==> config.mk <==
export PLATFORM = sky130hd
export DESIGN_NAME = jsurv_ram
export DESIGN_NICKNAME = d
export VERILOG_FILES = /design/src/sv/josephus_survivor_macros.svh /design/src/sv/jsurv_ram.sv
export SDC_FILE = /design/constraint.sdc
export NUM_CORES = 2
export LEC_CHECK = 0
export BUFFER_PORTS_ARGS = -buffer_cell sky130_fd_sc_hd__buf_2
export CAP_MARGIN = 20
export CORE_MARGIN = 2
export CORE_UTILIZATION = 45
export CTS_CLUSTER_DIAMETER = 30
export CTS_CLUSTER_SIZE = 40
export DETAILED_ROUTE_END_ITERATION = 6
export PLACE_DENSITY_LB_ADDON = 0.08
export SYNTH_ARGS = -nofsm -noshare
export SYNTH_HDL_FRONTEND = slang
export SYNTH_SLANG_ARGS = --single-unit
==> constraint.sdc <==
create_clock -name clk -period 3.5 [get_ports clk]
set_clock_uncertainty 0.1 [all_clocks]
set_input_delay 0.525 -clock clk [delete_from_list [all_inputs] [get_ports clk]]
set_output_delay 0.525 -clock clk [all_outputs]
set_load 0.05 [all_outputs]
==> src/sv/josephus_survivor_macros.svh <==
// assertion macros used by josephus_survivor
// each check is clocked on clk and disabled while rst_n is low
`ifndef JOSEPHUS_SURVIVOR_MACROS_SVH
`define JOSEPHUS_SURVIVOR_MACROS_SVH

`ifndef SYNTHESIS

// same-cycle implication
`define JS_ASSERT_IMP(lbl, ante, cons, msg) \
    lbl: assert property (@(posedge clk) disable iff (!rst_n) (ante) |-> (cons)) \
        else $error(msg);

// next-cycle implication
`define JS_ASSERT_NEXT(lbl, ante, cons, msg) \
    lbl: assert property (@(posedge clk) disable iff (!rst_n) (ante) |=> (cons)) \
        else $error(msg);

`else

`define JS_ASSERT_IMP(lbl, ante, cons, msg)
`define JS_ASSERT_NEXT(lbl, ante, cons, msg)

`endif

`endif

==> src/sv/jsurv_ram.sv <==
`default_nettype none

module jsurv_ram #(
    parameter int WIDTH = 16,
    parameter int DEPTH = 256
) (
    input  wire logic                     clk,
    input  wire logic                     we,
    input  wire logic [$clog2(DEPTH)-1:0] waddr,
    input  wire logic [WIDTH-1:0]         wdata,
    input  wire logic [$clog2(DEPTH)-1:0] raddr,
    output logic      [WIDTH-1:0]         rdata
);

    logic [WIDTH-1:0] mem [DEPTH];

    // one write port, one registered read port
    always_ff @(posedge clk)
    begin
        if (we)
        begin
            mem[waddr] <= wdata;
        end
        rdata <= mem[raddr];
    end

endmodule

`default_nettype wire

# Word level (Yosys, flattened, before mapping)
# Memories as Yosys holds them, arrays and structs flattened. A register that Yosys moved wholly into a read port is not among the register bits.
# Cells that the tools add are included.
# Widths: inputs -> output; s select.
# word_totals
inputBits	34
ram_bits	4096
ff_bits	0
elab_cells	3
memories	1
latch_bits	0
rom_bits	0
out_inout_bits	16
# classes
multipliers	0
magnitude_cmp	0
n_eq_ne	0
shift	0
add_sub_neg	0
muxes	2
div_mod_pow	0
n_bitwise	0
n_reduce_logical	0
# mem_list
memory	words	width	rd	rd_clocked_by_memory_dff	wr	line_no	source
mem	256	16	1	1	1	jsurv_ram.sv:15	logic [WIDTH-1:0] mem [DEPTH];
# op_table
cell	n
$mux 1	2

# Longest topological paths before layout
# depth
word_depth	2
mapped_depth	12
depth_no_buf	6

# Least setup slack after synthesis
# No wires, ideal clock.
# synth_path
path_kind	input-to-reg
startpoint	input waddr[3]
endpoint	memory mem[235][0] (enable)
t_required_ps	3012
arrival_ps	2302
path_stages	6
n_path_buf	3
setup_ps	388
path_slack_ps	710
cell_sequence	clkbuf_1 nor2b_1 clkbuf_1 nand4_1 clkbuf_1 nor2_1
# synth_lines
item	line_no	source
from (decl)	jsurv_ram.sv:9	input wire logic [$clog2(DEPTH)-1:0] waddr,
to (decl)	jsurv_ram.sv:15	
# No word-level cell before the write port.

==> summary.md <==
| Metric | Value |
|---|---|
| H-tree depth | 6 |
| Buffers added on ports | 49 |
| Setup repair after global routing missed its margin | false |
| Final wirelength | 469,000 um |
| Async set-or-reset flop fraction in the synthesized netlist | 0% |
| FP Rows | 218 |
| Synth Flop Type | edfxtp_1 |
| Peak supply drop | between 500 and 600 uV |
| Setup total negative slack | 0 ns |
| Final slew viol count | 0 |
| Grt total ovfl | 0 |
| Fmax | 331 MHz |
| Crit end category | register |
| Postcts setup bufs | 0 |
| Critical path endpoint | rdata[14] |
| Core ar. | between 0.3 and 0.4 mm^2 |
| CTS tree | built |
| Vias | around 83,000 |
| Clock sink total | 4,112 |
| Static Leak | about 66 nW |
| Layout cells sized above 1 | 35.1% |
| Final Core Density | 56.8% |
| Most repeated library cell on the critical path | buf_4 |
| Vias in the first global route | 83,900 |
| CP required | ~4.3 ns |
| FF-to-FF setup slack | 0.48 ns |
| Clock Path Buffers | 4 |
| Synth unique cells | 52 |
| EDFF count, synth | 4,096 |
| First-pass GRT wire length | 654,000 um |
| Crit path kind | reg2reg |
| Pin count of the biggest net entering global routing | 129 |
| Critical-path top delay cell | a221oi_1 |
| HPWL Detailed | 285,000 um |
| 1st-pass router iterations | 6 |
| Syn Std Cell Area | ~0.16 mm^2 |
| Top-Level Pins | 50 |
| Total Power | approximately 140 mW |
| Initial drt markers | 9,839 |
| Post-Syn Area per Cell | 21.6 um^2 |
| Post-synth net total | 7,394 |
| Critical path arrival | 3.85 ns |
| P per Cell Area | about 700 mW/mm^2 |
| Most frequent cells in the layout | 4,096 x edfxtp_1, 824 x clkbuf_16, 797 x mux4_2 |
| Initial Util | 45.1% |
| Clk_lat worst skew | 1.07 ns |
| Hold Vio Cnt, Final | 0 |
| Avg WL per Cell | ~34 um |
| Setup WS pre-CTS | -0.537 ns |
| Placer Congestion | ~0.85 |
| Overall Global Routing Usage | 26.1% |
| Final period util | 86.4% |
| Synthesized flop and latch total | 4,112 |
| CP Max Fanout | 1 |
| Layout Nets | about 8,700 |
| Chip height | 598 um |
| YS warnings | 0 |
| Post-Syn Instances | 7,360 |
| R2R cell count | 8 |
| Critical Path Start Type | register |
| Max_slew headroom | 21.3% |
| Critical path's largest stage delay | 0.80 ns |
| Initial antenna violation count | 35 |
| Reg-to-Reg Start | mem[131][14] |
| Launch point of the worst path | mem[131][14] |
| Worst Max-Slew Pin Slew | around 1.2 ns |
| Most common cell after layout, fill and taps aside | edfxtp_1 |
| CP Cell Sequence | mux4_2 > mux2_2 > a221oi_1 > buf_4 > o31ai_1 > o32ai_1 > buf_4 > nor4_1 |
| Final worst slack | 0.478 ns |
| DRT antenna net count | 0 |
| Sequential area share after synthesis | 77.7% |
| Drt via density | 5.97 |
| Syn-to-layout area delta | 25.9% |
| Die Wd | 598 um |
| Outcome | finished clean |
| Die footprint | 0.357 mm^2 |
| Reg-to-reg critical path endpoint | rdata[14] |
| Clock transition at the registers of the reported paths | around 0.05 ns |
| Fillcell total | 26,300 |
| DRC errors left | 0 |
| CTS root buffer | clkbuf_16 |
| MaxCap Viol Count | 0 |
| Hold WC Path Type | in2reg |
| Final setup fails | 0 |
| Num CTS Buffers | 812 |
| Tmin final | between 3 and 4 ns |
[final cells by class]
| cell class | instances | area [um^2] | share of cell area, % |
|---|---|---|---|
| inverter | 4 | 27.5 | 0.0138 |
| clock inverter | 615 | 7390 | 3.70 |
| clock buffer | 901 | 20900 | 10.5 |
| multi-input combinational | 2792 | 33200 | 16.6 |
| tap | 4620 | 5780 | 2.89 |
| antenna | 13 | 32.5 | 0.0163 |
| sequential | 4112 | 123000 | 61.7 |
| timing repair buffer | 916 | 9140 | 4.57 |
[report_power, final]
group / switching, mW / total [mW] / leakage [nW] / internal [mW]
registers: 0.121 / 54.6 / 36.9 / 54.4
clock network: 26.0 / 78.9 / 13.6 / 52.8
logic: 3.77 / 5.87 / 15.9 / 2.10
[registers in the layout, summed over array words and instances (netlist names)]
name   cells
mem     4096
rdata     16
[per-stage QoR]
step	area, um^2	instances	hold WS, ns
after floorplan	159000	7360	0.524
after detailed placement	171000	12400	0.719
after global routing	200000	14000	0.187
after CTS	200000	14000	0.120
final	200000	14000	0.202
after global placement	171000	12400	0.722
[logic make-up (layout without fill, tap and decap cells)]
group                  after synthesis  count (layout)  share of synthesized area (%)
other                                0              13                              0
AND/OR/NAND/NOR                    556             556                           1.57
multiplexers                      1450            1450                           15.5
buffers and inverters              456            2436                           1.69
flip-flops                        4112            4112                           77.7
AO/OA/AOI/OAI                      786             786                           3.54
[worst min-delay path by stage]
stage	endpoint	cells past startpoint	from	slack, ns
final	mem[173][5]	4	waddr[2]	0.20
after global routing	mem[173][5]	4	waddr[2]	0.19
after CTS	mem[173][5]	4	waddr[2]	0.12
after detailed placement	mem[231][7]	1	wdata[7]	0.72
after global placement	mem[230][7]	1	wdata[7]	0.72
after floorplan	mem[0][0]	0	wdata[0]	0.52
[routing by layer]
layer	part of all wire, %	up-vias	track usage (%)
met2	48	3547	41.2
met4	2.2	10	6.73
met3	7.5	570	4.86
met1	42	45000	37.6
li1	-	34300	-
met5	0.012	-	0
[critical path, delay by kind of cell, from the launching register on]
family / cells / cell delay, ns
DFF: 1 / 0.36
and+or+nand+nor: 1 / 0.06
buffers and inverters: 2 / 0.48
muxes: 2 / 0.78
AOI/OAI and AO/OA: 3 / 1.11
[synthesized netlist by cell type (16+ instances only)]
cell type,count,area [um^2]
o22ai_1,148,926
o31ai_1,16,120
o221ai_1,252,2210
dfxtp_1,16,320
mux2i_1,565,5660
nand2_1,38,143
nor3_1,92,460
buf_4,26,195
nand4_1,26,163
nand3_1,35,175
a221oi_1,28,245
a21oi_1,175,876
mux4_2,797,17900
o32ai_1,20,175
clkbuf_1,230,863
buf_1,27,101
o21ai_0,37,185
mux2_2,88,991
a211oi_1,18,135
buf_2,76,380
buf_6,77,867
a22o_1,32,280
edfxtp_1,4096,123000
nor2_1,304,1140
nor4_1,17,106
a22oi_1,43,323
[repair_timing]
item | in CTS | in global routing
endpoints found under the hold margin | 769 | 0
gates resized for setup | 0 | 0
hold buffers | 16 | 0
(Power assumes the default switching activity.)
